File: src/rtl/quoted_escape_tokenizer_assert.svh
// assertion macros for the quoted escape tokenizer
`ifndef QUOTED_ESCAPE_TOKENIZER_ASSERT_SVH
`define QUOTED_ESCAPE_TOKENIZER_ASSERT_SVH
`ifndef SYNTHESIS
// same-cycle implication
`define QET_ASSERT_IMP(lbl, clk, rst_n, ante, cons) \
  lbl: assert property (@(posedge clk) disable iff (!rst_n) (ante) |-> (cons)) \
    else $error("qet assertion failed");
// next-cycle implication
`define QET_ASSERT_NXT(lbl, clk, rst_n, ante, cons) \
  lbl: assert property (@(posedge clk) disable iff (!rst_n) (ante) |=> (cons)) \
    else $error("qet assertion failed");
`else
`define QET_ASSERT_IMP(lbl, clk, rst_n, ante, cons)
`define QET_ASSERT_NXT(lbl, clk, rst_n, ante, cons)
`endif
`endif

File: src/rtl/qet_pkg.sv
// shared types, codes and helper functions of the quoted escape tokenizer
package qet_pkg;

  localparam int HoldDepthDefault = 16;
  localparam int MaxSeparators    = 8;

  // result kinds
  localparam logic [1:0] KIND_BYTE = 2'd0;
  localparam logic [1:0] KIND_SEP  = 2'd1;
  localparam logic [1:0] KIND_END  = 2'd2;

  // end-of-string status
  localparam logic [1:0] STAT_OK    = 2'd0;
  localparam logic [1:0] STAT_QUOTE = 2'd1;
  localparam logic [1:0] STAT_OVF   = 2'd2;

  // register indexes
  localparam logic [1:0] REG_OPT      = 2'd0;
  localparam logic [1:0] REG_SEP_LIST = 2'd1;
  localparam logic [1:0] REG_SEP_CNT  = 2'd2;

  // option bit positions
  localparam int OPT_TRIM  = 0;
  localparam int OPT_SAME  = 1;
  localparam int OPT_ANY   = 2;
  localparam int OPT_NOOCT = 3;
  localparam int OPT_KEEPQ = 4;

  // escape phases
  localparam logic [2:0] ESC_IDLE  = 3'd0;
  localparam logic [2:0] ESC_START = 3'd1;
  localparam logic [2:0] ESC_OCT2  = 3'd2;
  localparam logic [2:0] ESC_OCT1  = 3'd3;
  localparam logic [2:0] ESC_HEX2  = 3'd4;
  localparam logic [2:0] ESC_HEX1  = 3'd5;

  // open quote codes
  localparam logic [1:0] Q_NONE   = 2'd0;
  localparam logic [1:0] Q_DOUBLE = 2'd1;
  localparam logic [1:0] Q_SINGLE = 2'd2;

  typedef struct packed {
    logic [4:0]  opt;
    logic [63:0] sep_list;
    logic [3:0]  sep_cnt;
  } qet_cfg_t;

  typedef struct packed {
    logic [1:0] open_quote;
    logic [2:0] esc_phase;
    logic [7:0] esc_value;
    logic       merge_active;
    logic [7:0] merge_byte;
  } qet_ctx_t;

  typedef struct packed {
    logic [1:0]  kind;
    logic [7:0]  data;
    logic [15:0] total;
    logic [1:0]  status;
  } qet_res_t;

  typedef struct packed {
    qet_ctx_t   ctx;
    logic [1:0] n_emit;
    qet_res_t   r0;
    logic [7:0] b1;
    logic       tally_inc;
  } qet_bu_out_t;

  function automatic logic is_space(logic [7:0] b);
    return (b == 8'h20) || (b >= 8'h09 && b <= 8'h0d);
  endfunction

  // {valid, digit}
  function automatic logic [4:0] hex_val(logic [7:0] b);
    if (b >= "0" && b <= "9") return {1'b1, 4'(b - 8'h30)};
    if (b >= "a" && b <= "f") return {1'b1, 4'(b - 8'h57)};
    if (b >= "A" && b <= "F") return {1'b1, 4'(b - 8'h37)};
    return 5'd0;
  endfunction

  // {hit, decoded value}
  function automatic logic [8:0] esc_letter(logic [7:0] b);
    logic [8:0] r;
    unique case (b)
      "\\":    r = {1'b1, 8'h5c};
      "'":     r = {1'b1, 8'h27};
      "\"":    r = {1'b1, 8'h22};
      "?":     r = {1'b1, 8'h3f};
      "a":     r = {1'b1, 8'd7};
      "b":     r = {1'b1, 8'd8};
      "f":     r = {1'b1, 8'd12};
      "n":     r = {1'b1, 8'd10};
      "r":     r = {1'b1, 8'd13};
      "t":     r = {1'b1, 8'd9};
      "v":     r = {1'b1, 8'd11};
      default: r = 9'd0;
    endcase
    return r;
  endfunction

endpackage

File: src/rtl/qet_if.sv
// channel interfaces of the quoted escape tokenizer
interface qet_in_if;
  logic       valid;
  logic       ready;
  logic [7:0] in_byte;
  logic       end_of_string;
  logic       empty_string;
  modport source (output valid, in_byte, end_of_string, empty_string, input ready);
  modport sink   (input valid, in_byte, end_of_string, empty_string, output ready);
endinterface

interface qet_out_if;
  logic        valid;
  logic        ready;
  logic [1:0]  kind;
  logic [7:0]  out_byte;
  logic [15:0] token_total;
  logic [1:0]  status;
  logic        last_of_run;
  modport source (output valid, kind, out_byte, token_total, status, last_of_run,
                  input ready);
  modport sink   (input valid, kind, out_byte, token_total, status, last_of_run,
                  output ready);
endinterface

File: src/rtl/quoted_escape_tokenizer.sv
// top level of the quoted escape tokenizer
// usage
//   in_ch carries one string byte per transaction with end_of_string on the
//   final byte, or empty_string alone to close a string with no byte
//   out_ch carries result transactions: token bytes, token boundaries and one
//   end-of-string result with token count and status; last_of_run marks the
//   final result caused by an input transaction
//   cfg_* is an apb port with 64-bit data, registers at byte offsets 0, 8, 16
// sequencing
//   a whitespace byte that is held or dropped passes only decode and done
//   before the next accept; any other byte passes decode, flush check, run,
//   done and idle, flushing each held whitespace byte first (up to
//   HOLD_DEPTH); an escaped separator yields two results, pushed in turn;
//   end of string adds the dangling backslash and end result steps
//   all byte work goes through one shared byte unit under a small sequencer,
//   so in_ch.ready is high only while the sequencer idles
// stalls
//   one result waits in a pending slot so last_of_run is known; when out_ch
//   is stalled the sequencer waits, nothing is dropped
// reset
//   synchronous active-low rst_n clears all string state and restores the
//   default options (space and tab as separators); held bytes need no clear
`include "quoted_escape_tokenizer_assert.svh"
module quoted_escape_tokenizer #(
  parameter int HOLD_DEPTH = qet_pkg::HoldDepthDefault
) (
  input  logic        clk,
  input  logic        rst_n,
  qet_in_if.sink      in_ch,
  qet_out_if.source   out_ch,
  input  logic        cfg_psel,
  input  logic        cfg_penable,
  input  logic        cfg_pwrite,
  input  logic [4:0]  cfg_paddr,
  input  logic [63:0] cfg_pwdata,
  output logic [63:0] cfg_prdata,
  output logic        cfg_pready
);

  localparam int CW = $clog2(HOLD_DEPTH + 1);
  localparam int IW = (HOLD_DEPTH > 1) ? $clog2(HOLD_DEPTH) : 1;

  // sequencer states
  localparam logic [2:0] S_IDLE  = 3'd0;
  localparam logic [2:0] S_DEC   = 3'd1;
  localparam logic [2:0] S_FLUSH = 3'd2;
  localparam logic [2:0] S_RUN   = 3'd3;
  localparam logic [2:0] S_FIN1  = 3'd4;
  localparam logic [2:0] S_FIN2  = 3'd5;
  localparam logic [2:0] S_DONE  = 3'd6;

  qet_pkg::qet_cfg_t    cfg;
  qet_pkg::qet_bu_out_t bu;
  logic [7:0]           bu_byte;

  logic [2:0]        st_r, st_nxt;
  qet_pkg::qet_ctx_t ctx_r, ctx_nxt;
  logic              seen_r, seen_nxt;
  logic [7:0]        held_r [HOLD_DEPTH];
  logic [CW-1:0]     held_cnt_r, held_cnt_nxt;
  logic [CW-1:0]     idx_r, idx_nxt;
  logic [15:0]       tally_r, tally_nxt;
  logic              ovf_r, ovf_nxt;
  logic              sub_r, sub_nxt;
  logic [7:0]        b_r, b_nxt;
  logic              eos_r, eos_nxt;
  logic              empty_r, empty_nxt;
  logic              held_we;

  logic              pend_vld_r;
  qet_pkg::qet_res_t pend_r;
  logic              out_vld_r;
  qet_pkg::qet_res_t out_res_r;
  logic              out_last_r;

  logic              out_free;
  logic              push_ok;
  logic              push;
  qet_pkg::qet_res_t push_res;
  logic              release_last;

  // step of the byte unit
  logic              step_push;
  qet_pkg::qet_res_t step_res;
  logic              step_done;

  qet_cfg u_cfg (
    .clk         (clk),
    .rst_n       (rst_n),
    .cfg_psel    (cfg_psel),
    .cfg_penable (cfg_penable),
    .cfg_pwrite  (cfg_pwrite),
    .cfg_paddr   (cfg_paddr),
    .cfg_pwdata  (cfg_pwdata),
    .cfg_prdata  (cfg_prdata),
    .cfg_pready  (cfg_pready),
    .cfg_o       (cfg)
  );

  // flush reads the held store, otherwise the captured byte
  assign bu_byte = (st_r == S_FLUSH) ? held_r[idx_r[IW-1:0]] : b_r;

  qet_byte_unit u_bu (
    .ctx_i  (ctx_r),
    .byte_i (bu_byte),
    .cfg_i  (cfg),
    .res_o  (bu)
  );

  assign out_free = !out_vld_r || out_ch.ready;
  assign push_ok  = !pend_vld_r || out_free;

  // a two-result byte pushes its first result, then its second; state commits with the second
  always_comb begin
    step_push = 1'b0;
    step_res  = bu.r0;
    step_done = 1'b0;
    sub_nxt   = sub_r;
    unique case (bu.n_emit)
      2'd0: step_done = 1'b1;
      2'd1: begin
        if (push_ok) begin
          step_push = 1'b1;
          step_done = 1'b1;
        end
      end
      default: begin
        if (push_ok) begin
          step_push = 1'b1;
          if (!sub_r) begin
            sub_nxt = 1'b1;
          end else begin
            step_res      = '0;
            step_res.kind = qet_pkg::KIND_BYTE;
            step_res.data = bu.b1;
            sub_nxt       = 1'b0;
            step_done     = 1'b1;
          end
        end
      end
    endcase
  end

  // sequencer
  always_comb begin
    st_nxt       = st_r;
    ctx_nxt      = ctx_r;
    seen_nxt     = seen_r;
    held_cnt_nxt = held_cnt_r;
    idx_nxt      = idx_r;
    tally_nxt    = tally_r;
    ovf_nxt      = ovf_r;
    b_nxt        = b_r;
    eos_nxt      = eos_r;
    empty_nxt    = empty_r;
    held_we      = 1'b0;
    push         = 1'b0;
    push_res     = step_res;
    release_last = 1'b0;
    unique case (st_r)
      S_IDLE: begin
        if (in_ch.valid) begin
          b_nxt     = in_ch.in_byte;
          eos_nxt   = in_ch.end_of_string;
          empty_nxt = in_ch.empty_string;
          st_nxt    = S_DEC;
        end
      end
      S_DEC: begin
        idx_nxt = '0;
        if (empty_r) begin
          st_nxt = S_FIN1;
        end else if (cfg.opt[qet_pkg::OPT_TRIM] && qet_pkg::is_space(b_r)) begin
          if (seen_r && !eos_r) begin
            if (held_cnt_r < CW'(HOLD_DEPTH)) begin
              // hold whitespace until content follows
              held_we      = 1'b1;
              held_cnt_nxt = held_cnt_r + 1'b1;
              st_nxt       = S_DONE;
            end else begin
              // store full: pass everything on as content
              ovf_nxt = 1'b1;
              st_nxt  = S_FLUSH;
            end
          end else begin
            st_nxt = eos_r ? S_FIN1 : S_DONE;
          end
        end else begin
          seen_nxt = 1'b1;
          st_nxt   = S_FLUSH;
        end
      end
      S_FLUSH: begin
        if (idx_r < held_cnt_r) begin
          push = step_push;
          if (step_done) begin
            ctx_nxt = bu.ctx;
            if (bu.tally_inc && tally_r != 16'hffff) tally_nxt = tally_r + 16'd1;
            idx_nxt = idx_r + 1'b1;
          end
        end else begin
          held_cnt_nxt = '0;
          st_nxt       = S_RUN;
        end
      end
      S_RUN: begin
        push = step_push;
        if (step_done) begin
          ctx_nxt = bu.ctx;
          if (bu.tally_inc && tally_r != 16'hffff) tally_nxt = tally_r + 16'd1;
          st_nxt = eos_r ? S_FIN1 : S_DONE;
        end
      end
      S_FIN1: begin
        // dangling backslash becomes a literal one
        if (ctx_r.esc_phase == qet_pkg::ESC_START) begin
          push_res      = '0;
          push_res.kind = qet_pkg::KIND_BYTE;
          push_res.data = "\\";
          if (push_ok) begin
            push   = 1'b1;
            st_nxt = S_FIN2;
          end
        end else begin
          st_nxt = S_FIN2;
        end
      end
      S_FIN2: begin
        push_res      = '0;
        push_res.kind = qet_pkg::KIND_END;
        push_res.total = !seen_r ? 16'd0 :
                         (tally_r == 16'hffff ? 16'hffff : tally_r + 16'd1);
        push_res.status = (ctx_r.open_quote != qet_pkg::Q_NONE) ? qet_pkg::STAT_QUOTE :
                          (ovf_r ? qet_pkg::STAT_OVF : qet_pkg::STAT_OK);
        if (push_ok) begin
          push         = 1'b1;
          ctx_nxt      = '0;
          seen_nxt     = 1'b0;
          held_cnt_nxt = '0;
          tally_nxt    = 16'd0;
          ovf_nxt      = 1'b0;
          st_nxt       = S_DONE;
        end
      end
      S_DONE: begin
        // pending result is the last one of this transaction
        if (!pend_vld_r) begin
          st_nxt = S_IDLE;
        end else if (out_free) begin
          release_last = 1'b1;
          st_nxt       = S_IDLE;
        end
      end
      default: st_nxt = S_IDLE;
    endcase
  end

  always_ff @(posedge clk) begin
    if (!rst_n) begin
      st_r       <= S_IDLE;
      ctx_r      <= '0;
      seen_r     <= 1'b0;
      held_cnt_r <= '0;
      idx_r      <= '0;
      tally_r    <= 16'd0;
      ovf_r      <= 1'b0;
      sub_r      <= 1'b0;
      pend_vld_r <= 1'b0;
      out_vld_r  <= 1'b0;
    end else begin
      st_r       <= st_nxt;
      ctx_r      <= ctx_nxt;
      seen_r     <= seen_nxt;
      held_cnt_r <= held_cnt_nxt;
      idx_r      <= idx_nxt;
      tally_r    <= tally_nxt;
      ovf_r      <= ovf_nxt;
      sub_r      <= ((st_r == S_FLUSH) || (st_r == S_RUN)) ? sub_nxt : sub_r;
      if (push) begin
        pend_vld_r <= 1'b1;
        if (pend_vld_r) out_vld_r <= 1'b1;
        else if (out_ch.ready) out_vld_r <= 1'b0;
      end else if (release_last) begin
        pend_vld_r <= 1'b0;
        out_vld_r  <= 1'b1;
      end else if (out_ch.ready) begin
        out_vld_r <= 1'b0;
      end
    end
  end

  // payload registers
  always_ff @(posedge clk) begin
    b_r     <= b_nxt;
    eos_r   <= eos_nxt;
    empty_r <= empty_nxt;
    if (held_we) held_r[held_cnt_r[IW-1:0]] <= b_r;
    if (push) begin
      pend_r <= push_res;
      if (pend_vld_r) begin
        out_res_r  <= pend_r;
        out_last_r <= 1'b0;
      end
    end else if (release_last) begin
      out_res_r  <= pend_r;
      out_last_r <= 1'b1;
    end
  end

  assign in_ch.ready        = (st_r == S_IDLE);
  assign out_ch.valid       = out_vld_r;
  assign out_ch.kind        = out_res_r.kind;
  assign out_ch.out_byte    = out_res_r.data;
  assign out_ch.token_total = out_res_r.total;
  assign out_ch.status      = out_res_r.status;
  assign out_ch.last_of_run = out_last_r;

  // nothing pending while a new transaction can be taken
  `QET_ASSERT_IMP(a_idle_no_pend, clk, rst_n, in_ch.ready, !pend_vld_r)
  // held count never passes the store depth
  `QET_ASSERT_IMP(a_held_bound, clk, rst_n, 1'b1, held_cnt_r <= CW'(HOLD_DEPTH))
  // end-of-string result always closes the transaction's results
  `QET_ASSERT_IMP(a_end_last, clk, rst_n,
                  out_vld_r && out_res_r.kind == qet_pkg::KIND_END, out_last_r)
  // an accepted byte is decoded next
  `QET_ASSERT_NXT(a_accept_dec, clk, rst_n, in_ch.valid && in_ch.ready, st_r == S_DEC)

endmodule

File: src/rtl/qet_cfg.sv
// apb configuration registers of the quoted escape tokenizer
module qet_cfg (
  input  logic             clk,
  input  logic             rst_n,
  input  logic             cfg_psel,
  input  logic             cfg_penable,
  input  logic             cfg_pwrite,
  input  logic [4:0]       cfg_paddr,
  input  logic [63:0]      cfg_pwdata,
  output logic [63:0]      cfg_prdata,
  output logic             cfg_pready,
  output qet_pkg::qet_cfg_t cfg_o
);

  qet_pkg::qet_cfg_t cfg_r;
  logic              wr_en;
  logic [1:0]        reg_idx;

  assign cfg_pready = 1'b1;
  assign wr_en      = cfg_psel && cfg_penable && cfg_pwrite && cfg_pready;
  assign reg_idx    = cfg_paddr[4:3];
  assign cfg_o      = cfg_r;

  always_ff @(posedge clk) begin
    if (!rst_n) begin
      cfg_r.opt      <= 5'd0;
      cfg_r.sep_list <= 64'h0920;
      cfg_r.sep_cnt  <= 4'd2;
    end else if (wr_en) begin
      unique case (reg_idx)
        qet_pkg::REG_OPT:      cfg_r.opt      <= cfg_pwdata[4:0];
        qet_pkg::REG_SEP_LIST: cfg_r.sep_list <= cfg_pwdata;
        qet_pkg::REG_SEP_CNT:  cfg_r.sep_cnt  <= cfg_pwdata[3:0];
        default: ;
      endcase
    end
  end

  always_comb begin
    unique case (reg_idx)
      qet_pkg::REG_OPT:      cfg_prdata = {59'd0, cfg_r.opt};
      qet_pkg::REG_SEP_LIST: cfg_prdata = cfg_r.sep_list;
      qet_pkg::REG_SEP_CNT:  cfg_prdata = {60'd0, cfg_r.sep_cnt};
      default:               cfg_prdata = 64'd0;
    endcase
  end

endmodule

File: src/rtl/qet_byte_unit.sv
// shared byte unit: quote, escape, separator and merge handling of one byte
module qet_byte_unit (
  input  qet_pkg::qet_ctx_t    ctx_i,
  input  logic [7:0]           byte_i,
  input  qet_pkg::qet_cfg_t    cfg_i,
  output qet_pkg::qet_bu_out_t res_o
);

  logic [3:0]        sep_n;
  logic              sep;
  logic              skip;
  logic              consumed;
  logic              octal;
  logic [4:0]        hv;
  logic [8:0]        let_hit;
  logic [1:0]        q;
  qet_pkg::qet_ctx_t c;

  function automatic logic [3:0] sep_cnt_sat(logic [3:0] n);
    return (n > 4'(qet_pkg::MaxSeparators)) ? 4'(qet_pkg::MaxSeparators) : n;
  endfunction

  assign sep_n = (sep_cnt_sat(cfg_i.sep_cnt));

  always_comb begin
    sep = 1'b0;
    for (int i = 0; i < qet_pkg::MaxSeparators; i++) begin
      if (4'(i) < sep_n && cfg_i.sep_list[8*i +: 8] == byte_i) sep = 1'b1;
    end
  end

  assign octal   = (byte_i >= "0") && (byte_i <= "7");
  assign hv      = qet_pkg::hex_val(byte_i);
  assign let_hit = qet_pkg::esc_letter(byte_i);
  assign q       = (byte_i == "\"") ? qet_pkg::Q_DOUBLE : qet_pkg::Q_SINGLE;

  assign skip = ctx_i.merge_active &&
                (cfg_i.opt[qet_pkg::OPT_SAME] ? (byte_i == ctx_i.merge_byte)
                                               : (cfg_i.opt[qet_pkg::OPT_ANY] && sep));

  always_comb begin
    res_o    = '0;
    res_o.ctx = ctx_i;
    c        = ctx_i;
    consumed = 1'b0;
    if (!skip) begin
      c.merge_active = 1'b0;
      unique case (c.esc_phase)
        qet_pkg::ESC_START: begin
          consumed = 1'b1;
          if (!cfg_i.opt[qet_pkg::OPT_NOOCT] && octal) begin
            c.esc_value = {5'd0, byte_i[2:0]};
            c.esc_phase = qet_pkg::ESC_OCT2;
          end else if (byte_i == "x") begin
            c.esc_value = 8'd0;
            c.esc_phase = qet_pkg::ESC_HEX2;
          end else begin
            c.esc_phase = qet_pkg::ESC_IDLE;
            res_o.r0.kind = qet_pkg::KIND_BYTE;
            if (let_hit[8]) begin
              res_o.n_emit  = 2'd1;
              res_o.r0.data = let_hit[7:0];
            end else if (sep) begin
              // escaped separator keeps its backslash
              res_o.n_emit  = 2'd2;
              res_o.r0.data = "\\";
              res_o.b1      = byte_i;
            end else begin
              res_o.n_emit  = 2'd1;
              res_o.r0.data = byte_i;
            end
          end
        end
        qet_pkg::ESC_OCT2, qet_pkg::ESC_OCT1: begin
          if (!octal) begin
            c.esc_phase = qet_pkg::ESC_IDLE;
          end else begin
            consumed    = 1'b1;
            c.esc_value = {c.esc_value[4:0], byte_i[2:0]};
            if (c.esc_phase == qet_pkg::ESC_OCT1) begin
              res_o.n_emit  = 2'd1;
              res_o.r0.kind = qet_pkg::KIND_BYTE;
              res_o.r0.data = c.esc_value;
              c.esc_phase   = qet_pkg::ESC_IDLE;
            end else begin
              c.esc_phase = qet_pkg::ESC_OCT1;
            end
          end
        end
        qet_pkg::ESC_HEX2, qet_pkg::ESC_HEX1: begin
          if (!hv[4]) begin
            c.esc_phase = qet_pkg::ESC_IDLE;
          end else begin
            consumed    = 1'b1;
            c.esc_value = {c.esc_value[3:0], hv[3:0]};
            if (c.esc_phase == qet_pkg::ESC_HEX1) begin
              res_o.n_emit  = 2'd1;
              res_o.r0.kind = qet_pkg::KIND_BYTE;
              res_o.r0.data = c.esc_value;
              c.esc_phase   = qet_pkg::ESC_IDLE;
            end else begin
              c.esc_phase = qet_pkg::ESC_HEX1;
            end
          end
        end
        default: ;
      endcase
      if (!consumed) begin
        res_o.r0.kind = qet_pkg::KIND_BYTE;
        res_o.r0.data = byte_i;
        if (byte_i == "\"" || byte_i == "'") begin
          if (c.open_quote == qet_pkg::Q_NONE || c.open_quote == q) begin
            c.open_quote = (c.open_quote == qet_pkg::Q_NONE) ? q : qet_pkg::Q_NONE;
            res_o.n_emit = cfg_i.opt[qet_pkg::OPT_KEEPQ] ? 2'd1 : 2'd0;
          end else begin
            res_o.n_emit = 2'd1;
          end
        end else if (byte_i == "\\" && c.open_quote == qet_pkg::Q_NONE) begin
          c.esc_phase = qet_pkg::ESC_START;
        end else if (c.open_quote == qet_pkg::Q_NONE && sep) begin
          res_o.n_emit    = 2'd1;
          res_o.r0.kind   = qet_pkg::KIND_SEP;
          res_o.r0.data   = 8'd0;
          res_o.tally_inc = 1'b1;
          if (cfg_i.opt[qet_pkg::OPT_SAME] || cfg_i.opt[qet_pkg::OPT_ANY]) begin
            c.merge_active = 1'b1;
            c.merge_byte   = byte_i;
          end
        end else begin
          res_o.n_emit = 2'd1;
        end
      end
      res_o.ctx = c;
    end
  end

endmodule

File: src/flat_wrapper.sv
// flat-port wrapper written by rule: the top's interface ports become plain ports
module quoted_escape_tokenizer_flat 
#(
  parameter int HOLD_DEPTH = qet_pkg::HoldDepthDefault
)
  (clk, rst_n, cfg_psel, cfg_penable, cfg_pwrite, cfg_paddr, cfg_pwdata, cfg_prdata, cfg_pready, in_ch_valid, in_ch_in_byte, in_ch_end_of_string, in_ch_empty_string, in_ch_ready, out_ch_valid, out_ch_kind, out_ch_out_byte, out_ch_token_total, out_ch_status, out_ch_last_of_run, out_ch_ready);
  qet_in_if in_ch_i ();
  qet_out_if out_ch_i ();
  input  logic clk;
  input  logic rst_n;
  input  logic cfg_psel;
  input  logic cfg_penable;
  input  logic cfg_pwrite;
  input  logic [4:0] cfg_paddr;
  input  logic [63:0] cfg_pwdata;
  output logic [63:0] cfg_prdata;
  output logic cfg_pready;
  input wire logic [$bits(in_ch_i.valid)-1:0] in_ch_valid;
  input wire logic [$bits(in_ch_i.in_byte)-1:0] in_ch_in_byte;
  input wire logic [$bits(in_ch_i.end_of_string)-1:0] in_ch_end_of_string;
  input wire logic [$bits(in_ch_i.empty_string)-1:0] in_ch_empty_string;
  output wire logic [$bits(in_ch_i.ready)-1:0] in_ch_ready;
  output wire logic [$bits(out_ch_i.valid)-1:0] out_ch_valid;
  output wire logic [$bits(out_ch_i.kind)-1:0] out_ch_kind;
  output wire logic [$bits(out_ch_i.out_byte)-1:0] out_ch_out_byte;
  output wire logic [$bits(out_ch_i.token_total)-1:0] out_ch_token_total;
  output wire logic [$bits(out_ch_i.status)-1:0] out_ch_status;
  output wire logic [$bits(out_ch_i.last_of_run)-1:0] out_ch_last_of_run;
  input wire logic [$bits(out_ch_i.ready)-1:0] out_ch_ready;
  assign in_ch_i.valid = in_ch_valid;
  assign in_ch_i.in_byte = in_ch_in_byte;
  assign in_ch_i.end_of_string = in_ch_end_of_string;
  assign in_ch_i.empty_string = in_ch_empty_string;
  assign in_ch_ready = in_ch_i.ready;
  assign out_ch_valid = out_ch_i.valid;
  assign out_ch_kind = out_ch_i.kind;
  assign out_ch_out_byte = out_ch_i.out_byte;
  assign out_ch_token_total = out_ch_i.token_total;
  assign out_ch_status = out_ch_i.status;
  assign out_ch_last_of_run = out_ch_i.last_of_run;
  assign out_ch_i.ready = out_ch_ready;
  quoted_escape_tokenizer #(.HOLD_DEPTH(HOLD_DEPTH)) u_core (.clk(clk), .rst_n(rst_n), .in_ch(in_ch_i), .out_ch(out_ch_i), .cfg_psel(cfg_psel), .cfg_penable(cfg_penable), .cfg_pwrite(cfg_pwrite), .cfg_paddr(cfg_paddr), .cfg_pwdata(cfg_pwdata), .cfg_prdata(cfg_prdata), .cfg_pready(cfg_pready));
endmodule
File: config.mk
export PLATFORM = sky130hd
export DESIGN_NAME = quoted_escape_tokenizer_flat
export DESIGN_NICKNAME = d
export VERILOG_FILES = /design/src/rtl/qet_pkg.sv /design/src/rtl/qet_if.sv /design/src/rtl/quoted_escape_tokenizer.sv /design/src/rtl/qet_cfg.sv /design/src/rtl/qet_byte_unit.sv /design/src/flat_wrapper.sv
export VERILOG_INCLUDE_DIRS = /design/src /design/src/rtl
export SDC_FILE = /design/constraint.sdc
export NUM_CORES = 1
export LEC_CHECK = 0
export CAP_MARGIN = 30
export CORE_MARGIN = 2
export CORE_UTILIZATION = 30
export DETAILED_ROUTE_END_ITERATION = 8
export DONT_BUFFER_PORTS = 1
export SETUP_SLACK_MARGIN = 0.4
export SLEW_MARGIN = 5
export SYNTH_ARGS = -nofsm -noshare
export SYNTH_HDL_FRONTEND = slang
export SYNTH_SLANG_ARGS = --single-unit
File: constraint.sdc
create_clock -name clk -period 7.95 [get_ports clk]
set_input_delay 0 -clock clk [delete_from_list [all_inputs] [get_ports clk]]
set_output_delay 0 -clock clk [all_outputs]
set_load 0.03 [all_outputs]
# Word-level counts from Yosys, hierarchy flattened
# Memory sizes are Yosys's and may differ from the RTL's. A register that Yosys moved wholly into a read port is not among the register bits.
# Index checks and enable logic that the tools add are counted.
# totals
latchBits	0
mem_bits_ro	0
out_inout_bits	96
ff_bits	196
mem_count	1
elab_cells	334
ram_bits	128
# memory_table
name	depth	width	rd	rd_clocked_by_memory_dff	write_ports	line	text
u_core.held_r	16	8	1	1	1	quoted_escape_tokenizer.sv:59	logic [7:0] held_r [HOLD_DEPTH];
# classes
eq_ne	54
n_mux	164
shifts	0
add_sub_neg	6
n_div	0
magnitude_cmp	20
bitwise	1
n_reduce_logical	59
mul	0
# op_table
op	n
$mux W28	7
$pmux W64 S3	1
$pmux W9 S11	1
$mux W16	6
$mux W8	11
$mux W5	15
$eq A8 B7 Y1 const B	9
$eq A8 B8 Y1	9
$mux W22	3
$pmux W22 S3	1
$mux W9	7
$mux W1	57
$pmux W28 S2	1
$mux W11	5
$mux W3	18
$mux W12	4
$pmux W16 S3	1
$pmux W12 S3	1
$mux W34	1
$pmux W11 S3	1
$eq A8 B6 Y1 const B	4
$logic_and A1 B1 Y1	23
$mux W2	11
$pmux W3 S7	1
48 further kinds	106

# Longest topological paths before layout
# logic_depth
ltp_word	28
depth_mapped	22
mapped_depth_nobuf	15

# Cells and area by module
# A second synthesis with hierarchy kept.
# unflattened
hier_cells	1561
hier_area_um2	16896.2
# modules_own_cells
module	seq_area_each_um2	area_per_inst_um2	instances	cells_per_inst
quoted_escape_tokenizer	7056.8	10856.7	1	803
qet_cfg	1461.4	3470.8	1	398
qet_byte_unit	0.0	2568.7	1	360

# Least setup slack after synthesis
# Ideal clock, no wire load.
# synth_path
path_type	register -> register
from	register with a tool-made name
to	register u_core.out_res_r, in the netlist u_core.out_ch.kind[0], enable pin
setup_ps	415
n_path_buf	3
synth_period_minus_slack_ps	5357
arrival_ps	4942
path_slack_ps	2593
path_stages_with_launch	18
path_cell_list	dfxtp_1 buf_2 mux2_2 mux4_2 nand2_1 and3_1 buf_6 ha_1 nand4_1 or4_1 clkbuf_1 and4_4 and2_1 o221a_2 o21ai_2 nand3_1 a31o_2 nor2_1
# synth_rtl
element	line	text
to (signal assigned)	quoted_escape_tokenizer.sv:301	out_res_r <= pend_r;
to (signal assigned)	quoted_escape_tokenizer.sv:305	out_res_r <= pend_r;
to (decl)	quoted_escape_tokenizer.sv:73	qet_pkg::qet_res_t out_res_r;

# Worst setup path in the final report
# layout_path
from	register u_core.st_r[1]
to	register u_core.ctx_r[18] (netlist name)
# layout_via
elab_chain_len	26
word_cells_on_any_way	106
cone_classes	order compare: 7; eq/ne: 28; mux: 50; reduce/logical: 21
# layout_rtl
element	line	text
from (decl)	quoted_escape_tokenizer.sv:56	logic [2:0] st_r, st_nxt;
from (signal assigned)	quoted_escape_tokenizer.sv:271	st_r <= st_nxt;
$eq A3 B2 Y1	quoted_escape_tokenizer.sv:101, quoted_escape_tokenizer.sv:160	
$mux W8	quoted_escape_tokenizer.sv:101	assign bu_byte = (st_r == S_FLUSH) ? held_r[idx_r[IW-1:0]] : b_r;
$eq A8 B8 Y1	qet_byte_unit.sv:28	if (4'(i) < sep_n && cfg_i.sep_list[8*i +: 8] == byte_i) sep = 1'b1;
$logic_and A1 B1 Y1	qet_byte_unit.sv:28	
$mux W1 (8 in series)	qet_byte_unit.sv:28	
$mux W2	qet_byte_unit.sv:63	end else if (sep) begin
$mux W2	qet_byte_unit.sv:60	if (let_hit[8]) begin
$mux W12	qet_byte_unit.sv:54	end else if (byte_i == "x") begin
[3 not listed]	--	
$mux W2	qet_byte_unit.sv:111	if (byte_i == "\"" || byte_i == "'") begin
$mux W12	qet_byte_unit.sv:108	if (!consumed) begin
$mux W34	qet_byte_unit.sv:46	if (!skip) begin
$eq A2 B1 Y1 / $logic_not A2 Y1 (equally long branches)	quoted_escape_tokenizer.sv:119	unique case (bu.n_emit)
$pmux W1 S2	quoted_escape_tokenizer.sv:119	
$mux W22	quoted_escape_tokenizer.sv:196, quoted_escape_tokenizer.sv:208	
$mux W22	quoted_escape_tokenizer.sv:194	if (idx_r < held_cnt_r) begin
$pmux W22 S3	quoted_escape_tokenizer.sv:160	unique case (st_r)
to (signal assigned)	quoted_escape_tokenizer.sv:272	ctx_r <= ctx_nxt;
to (decl)	quoted_escape_tokenizer.sv:57	qet_pkg::qet_ctx_t ctx_r, ctx_nxt;
# Parallel ways exist; a longest one is shown, timed or not. The select of a mux whose other input is x is not followed.
# A chain may end at the register's enable or synchronous reset.

==> metrics.txt <==
# TYPE chip_impl_metric gauge
chip_impl_metric{name="drtPass1Iterations",unit=""} 5
chip_impl_metric{name="half_perimeter_wire_length_after_detailed_placement",unit="microns"} 37420
chip_impl_info{name="rsz0062_at_grt",value="no"} 1
chip_impl_metric{name="routed_antenna_nets",unit=""} 0
chip_impl_metric{name="fin_skew",unit="ns"} 0.03248
chip_impl_info{name="synth_top_cells_by_area",value="edfxtp_1, dfxtp_1, nand2_1, mux2i_1, a21boi_0"} 1
chip_impl_info{name="crit_path_start_kind",value="flop"} 1
chip_impl_metric{name="cp_max_fo",unit=""} 20
chip_impl_metric{name="fin_nets",unit=""} 1896
chip_impl_metric{name="number_of_h_tree_levels",unit=""} 2
chip_impl_metric{name="tns",unit="ns"} 0
chip_impl_metric{name="antenna_violations_before_repair",unit=""} 0
chip_impl_metric{name="die_width",unit="microns"} 244.6
chip_impl_metric{name="gr-total-overflow",unit=""} 0
chip_impl_metric{name="yosysWarningCount",unit=""} 0
chip_impl_metric{name="max_clock_freq",unit="MHz"} 157.7
chip_impl_metric{name="slew_headroom",unit=""} 0.3131
chip_impl_metric{name="syn2layout_area_growth",unit="%"} 17.78
chip_impl_metric{name="synthArstFlopShare",unit=""} 0
chip_impl_info{name="synth_common_cells",value="nand2_1, edfxtp_1, dfxtp_1"} 1
chip_impl_metric{name="worst-slew-pin-transition",unit="ns"} 1.030
chip_impl_metric{name="path_clk_slew",unit="ns"} 0.06
chip_impl_metric{name="maximum_number_of_pins_on_one_net_before_global_route_repair",unit=""} 98
chip_impl_metric{name="cts.repair_timing.setup_buffer_count",unit=""} 0
chip_impl_metric{name="number_of_synthesized_flops_with_an_enable_pin",unit=""} 195
chip_impl_metric{name="post_drt_wl_per_cell",unit="microns"} 21.02
chip_impl_metric{name="worst_path_largest_cell_delay",unit="ns"} 0.83
chip_impl_info{name="status",value="complete, no violations"} 1
chip_impl_info{name="dominantRegCellSynth",value="edfxtp_1"} 1
chip_impl_metric{name="cts_resized",unit=""} 0
chip_impl_info{name="critical_path_class",value="reg -> reg"} 1
chip_impl_metric{name="netlist_instances",unit=""} 1709
chip_impl_metric{name="setup_viol",unit=""} 0
chip_impl_metric{name="clk_latency",unit="ns"} 0.56
chip_impl_metric{name="synthDistinctLibCells",unit=""} 109
chip_impl_info{name="ctsRootBufferMaster",value="clkbuf_16"} 1
chip_impl_metric{name="drt_iter0_markers",unit=""} 1195
chip_impl_metric{name="crit_arrival",unit="ns"} 6.80
chip_impl_info{name="cts_tree",value="built"} 1
chip_impl_metric{name="power.leakage",unit="nW"} 6.855
chip_impl_metric{name="grt_first_pass_wirelength",unit="microns"} 82900
chip_impl_metric{name="vdd_ir_drop_max",unit="mV"} 0.1385
chip_impl_metric{name="timing.final.max_slew_violations",unit=""} 0
chip_impl_metric{name="grt_pass1_vias",unit=""} 13690
chip_impl_metric{name="top_level_i_o_count",unit=""} 182
chip_impl_metric{name="fin_total_pwr",unit="mW"} 4.441
chip_impl_metric{name="powerDensity",unit="nW/um^2"} 217.0
chip_impl_metric{name="fin_crit",unit="ns"} 6.339
chip_impl_metric{name="synthesis.nets",unit=""} 1810
chip_impl_metric{name="diodes",unit=""} 0
chip_impl_metric{name="die_area",unit="sq um"} 59850
chip_impl_metric{name="yosys_reg_bits",unit=""} 325
chip_impl_metric{name="syn-mean-instance-area",unit="sq um"} 10.17
chip_impl_info{name="library_cell_with_the_largest_summed_area_after_synthesis",value="edfxtp_1"} 1
chip_impl_metric{name="synth.yosys.seq_area_share",unit=""} 0.4869
chip_impl_info{name="path_cells",value="nor3b_4, buf_4, nand2_1, a21oi_1, or3_1, o21ai_0, a211oi_2, o21ai_1, o221ai_1, o221a_2, o21ai_2, a31oi_2, nand3_1, o32ai_1"} 1
chip_impl_info{name="critical-path-slowest-cell",value="or3_1"} 1
chip_impl_metric{name="utilization",unit=""} 0.3560
chip_impl_metric{name="fp.coreArea",unit="sq um"} 57480
chip_impl_metric{name="drc_violations_left",unit=""} 0
chip_impl_metric{name="grt_use_total",unit=""} 0.1783
chip_impl_metric{name="n_fill_cell",unit=""} 5690
chip_impl_metric{name="numCtsBuffers",unit=""} 36
chip_impl_info{name="timing.hold.worst.start",value="in_ch_valid"} 1
chip_impl_metric{name="critPathRequiredTime",unit="ns"} 8.41
chip_impl_info{name="synth.most_common_cell",value="nand2_1"} 1
chip_impl_metric{name="floorplan.initialDensity",unit=""} 0.3023
chip_impl_metric{name="layout_worst_path_cycle_share",unit=""} 0.7974
chip_impl_metric{name="fp-row-count",unit=""} 88
chip_impl_metric{name="synthDominantCellAreaShare",unit=""} 0.3371
chip_impl_info{name="timing.hold.worst.class",value="in -> reg"} 1
chip_impl_metric{name="cts.path.max_buffers",unit=""} 3
chip_impl_metric{name="proportion_of_layout_cells_with_a_drive_suffix_above_1",unit=""} 0.09276
chip_impl_metric{name="die-height",unit="microns"} 244.6
chip_impl_info{name="worstReg2RegStart",value="u_core.st_r[1]"} 1
chip_impl_metric{name="synth.cell_area",unit="sq um"} 17370
chip_impl_metric{name="vias",unit=""} 13950
chip_impl_metric{name="drt_wl_total",unit="microns"} 54390
chip_impl_metric{name="hold_viol_final",unit=""} 0
chip_impl_metric{name="post_drt_via_cell_ratio",unit=""} 5.392
chip_impl_info{name="critPathCaptureType",value="flop"} 1
chip_impl_metric{name="globalplace.congestion",unit=""} 0.9278
chip_impl_info{name="timing.critical_path.from",value="u_core.st_r[1]"} 1
chip_impl_metric{name="cts.sinks",unit=""} 325
chip_impl_metric{name="cap_violations",unit=""} 0
chip_impl_metric{name="number_of_i_o_port_buffers",unit=""} 0
## through the flow
step | cells | hold WS, ns | area (sq um) | setup WS (ns)
2_1_floorplan | 1709 | 0.09887 | 17370 | 2.593
3_3_place_gp | 2401 | 0.09894 | 18070 | 1.836
3_5_place_dp | 2408 | 0.09893 | 18150 | 1.722
4_1_cts | 2585 | 0.02837 | 20430 | 1.709
5_1_grt | 2587 | 0.03971 | 20460 | 1.119
6_report | 2587 | 0.01535 | 20460 | 1.611
## worst paths after layout
check | to | slack (ns) | depth (start not counted)
hold / removal | u_core.b_r[0] | 0.02 | 1
setup / recovery | u_core.ctx_r[18] | 1.61 | 14
hold reg to reg | u_core.out_ch.token_total[4] | 0.42 | 0
setup reg to reg | u_core.ctx_r[18] | 1.61 | 14
## layout make-up
cell class	instances	area, sq um	share of cell area
Multi-Input combinational cell	1240	8277	0.4045
Clock buffer	50	1026	0.05014
Clock inverter	15	122.6	0.005992
Inverter	43	163.9	0.008010
Timing Repair Buffer	149	1456	0.07118
Tap cell	765	957.2	0.04678
Sequential cell	325	8459	0.4134
## critical path: cells and delay by family, from the launching register on
| kind | cells | cell delay [ns] |
|---|---|---|
| buf+inv | 1 | 0.26 |
| compound gates | 9 | 3.21 |
| flops | 1 | 0.63 |
| simple gates | 4 | 2.13 |
## flip-flops by register name, summed over array words and instances (netlist names), named ones only
register and cells:
u_core.out_ch.kind 2, u_core.empty_r 1, u_core.out_ch.status 2, u_core.seen_r 1
u_core.idx_r 5, u_core.held_r 128, u_core.st_r 3, u_core.out_ch.out_byte 8
u_core.eos_r 1, u_core.sub_r 1, u_core.out_ch.last_of_run 1, u_core.pend_vld_r 1
u_core.held_cnt_r 5, u_core.pend_r 28, u_core.tally_r 16, u_core.ctx_r 19
u_core.ovf_r 1, u_core.u_cfg.cfg_o 73, u_core.out_ch.token_total 16, u_core.b_r 8
u_core.out_ch.valid 1
## cell usage in the layout, fill, tap and decap left out, types with 29 or more instances in the layout
master / instances
nand2_1: 246
edfxtp_1: 195
dfxtp_1: 129
dlygate4sd3_1: 111
mux2i_1: 92
nor2_1: 73
and2_1: 72
a21boi_0: 65
a21oi_1: 65
xnor2_1: 50
o21ai_0: 46
xor2_1: 46
nand3_1: 44
inv_1: 40
clkbuf_16: 38
buf_4: 29
## cell families (layout without fill, tap and decap cells)
family | count (synthesis) | count (layout) | share of synthesized area
fa+ha+maj | 15 | 15 | 0.01080
flops | 325 | 325 | 0.4869
buf+inv | 144 | 257 | 0.03911
xor+xnor | 97 | 97 | 0.04933
simple gates | 623 | 623 | 0.1821
compound gates | 402 | 402 | 0.1715
mux | 102 | 102 | 0.06014
other cells | 1 | 1 | 0.0002159
## timing repair
action                     in CTS  in global routing
setup endpoints to repair       0                  0
hold endpoints to repair      121                  0
hold buffers                  112                  0
## metal layers
layer | GRT usage | vias up | wire length [microns]
met4 | 0.07425 | 0 | 2160
met1 | 0.2411 | 6717 | 24130
met5 | 0 | - | 0
met2 | 0.2777 | 651 | 23920
met3 | 0.03575 | 134 | 4174
li1 | - | 6447 | -
## power breakdown
| group | internal [mW] | switching (mW) | total, mW |
|---|---|---|---|
| Combinational | 0.285 | 0.582 | 0.868 |
| Sequential | 1.88 | 0.0612 | 1.94 |
| Clock | 0.940 | 0.696 | 1.64 |
Power figures use the tool's default switching activity.
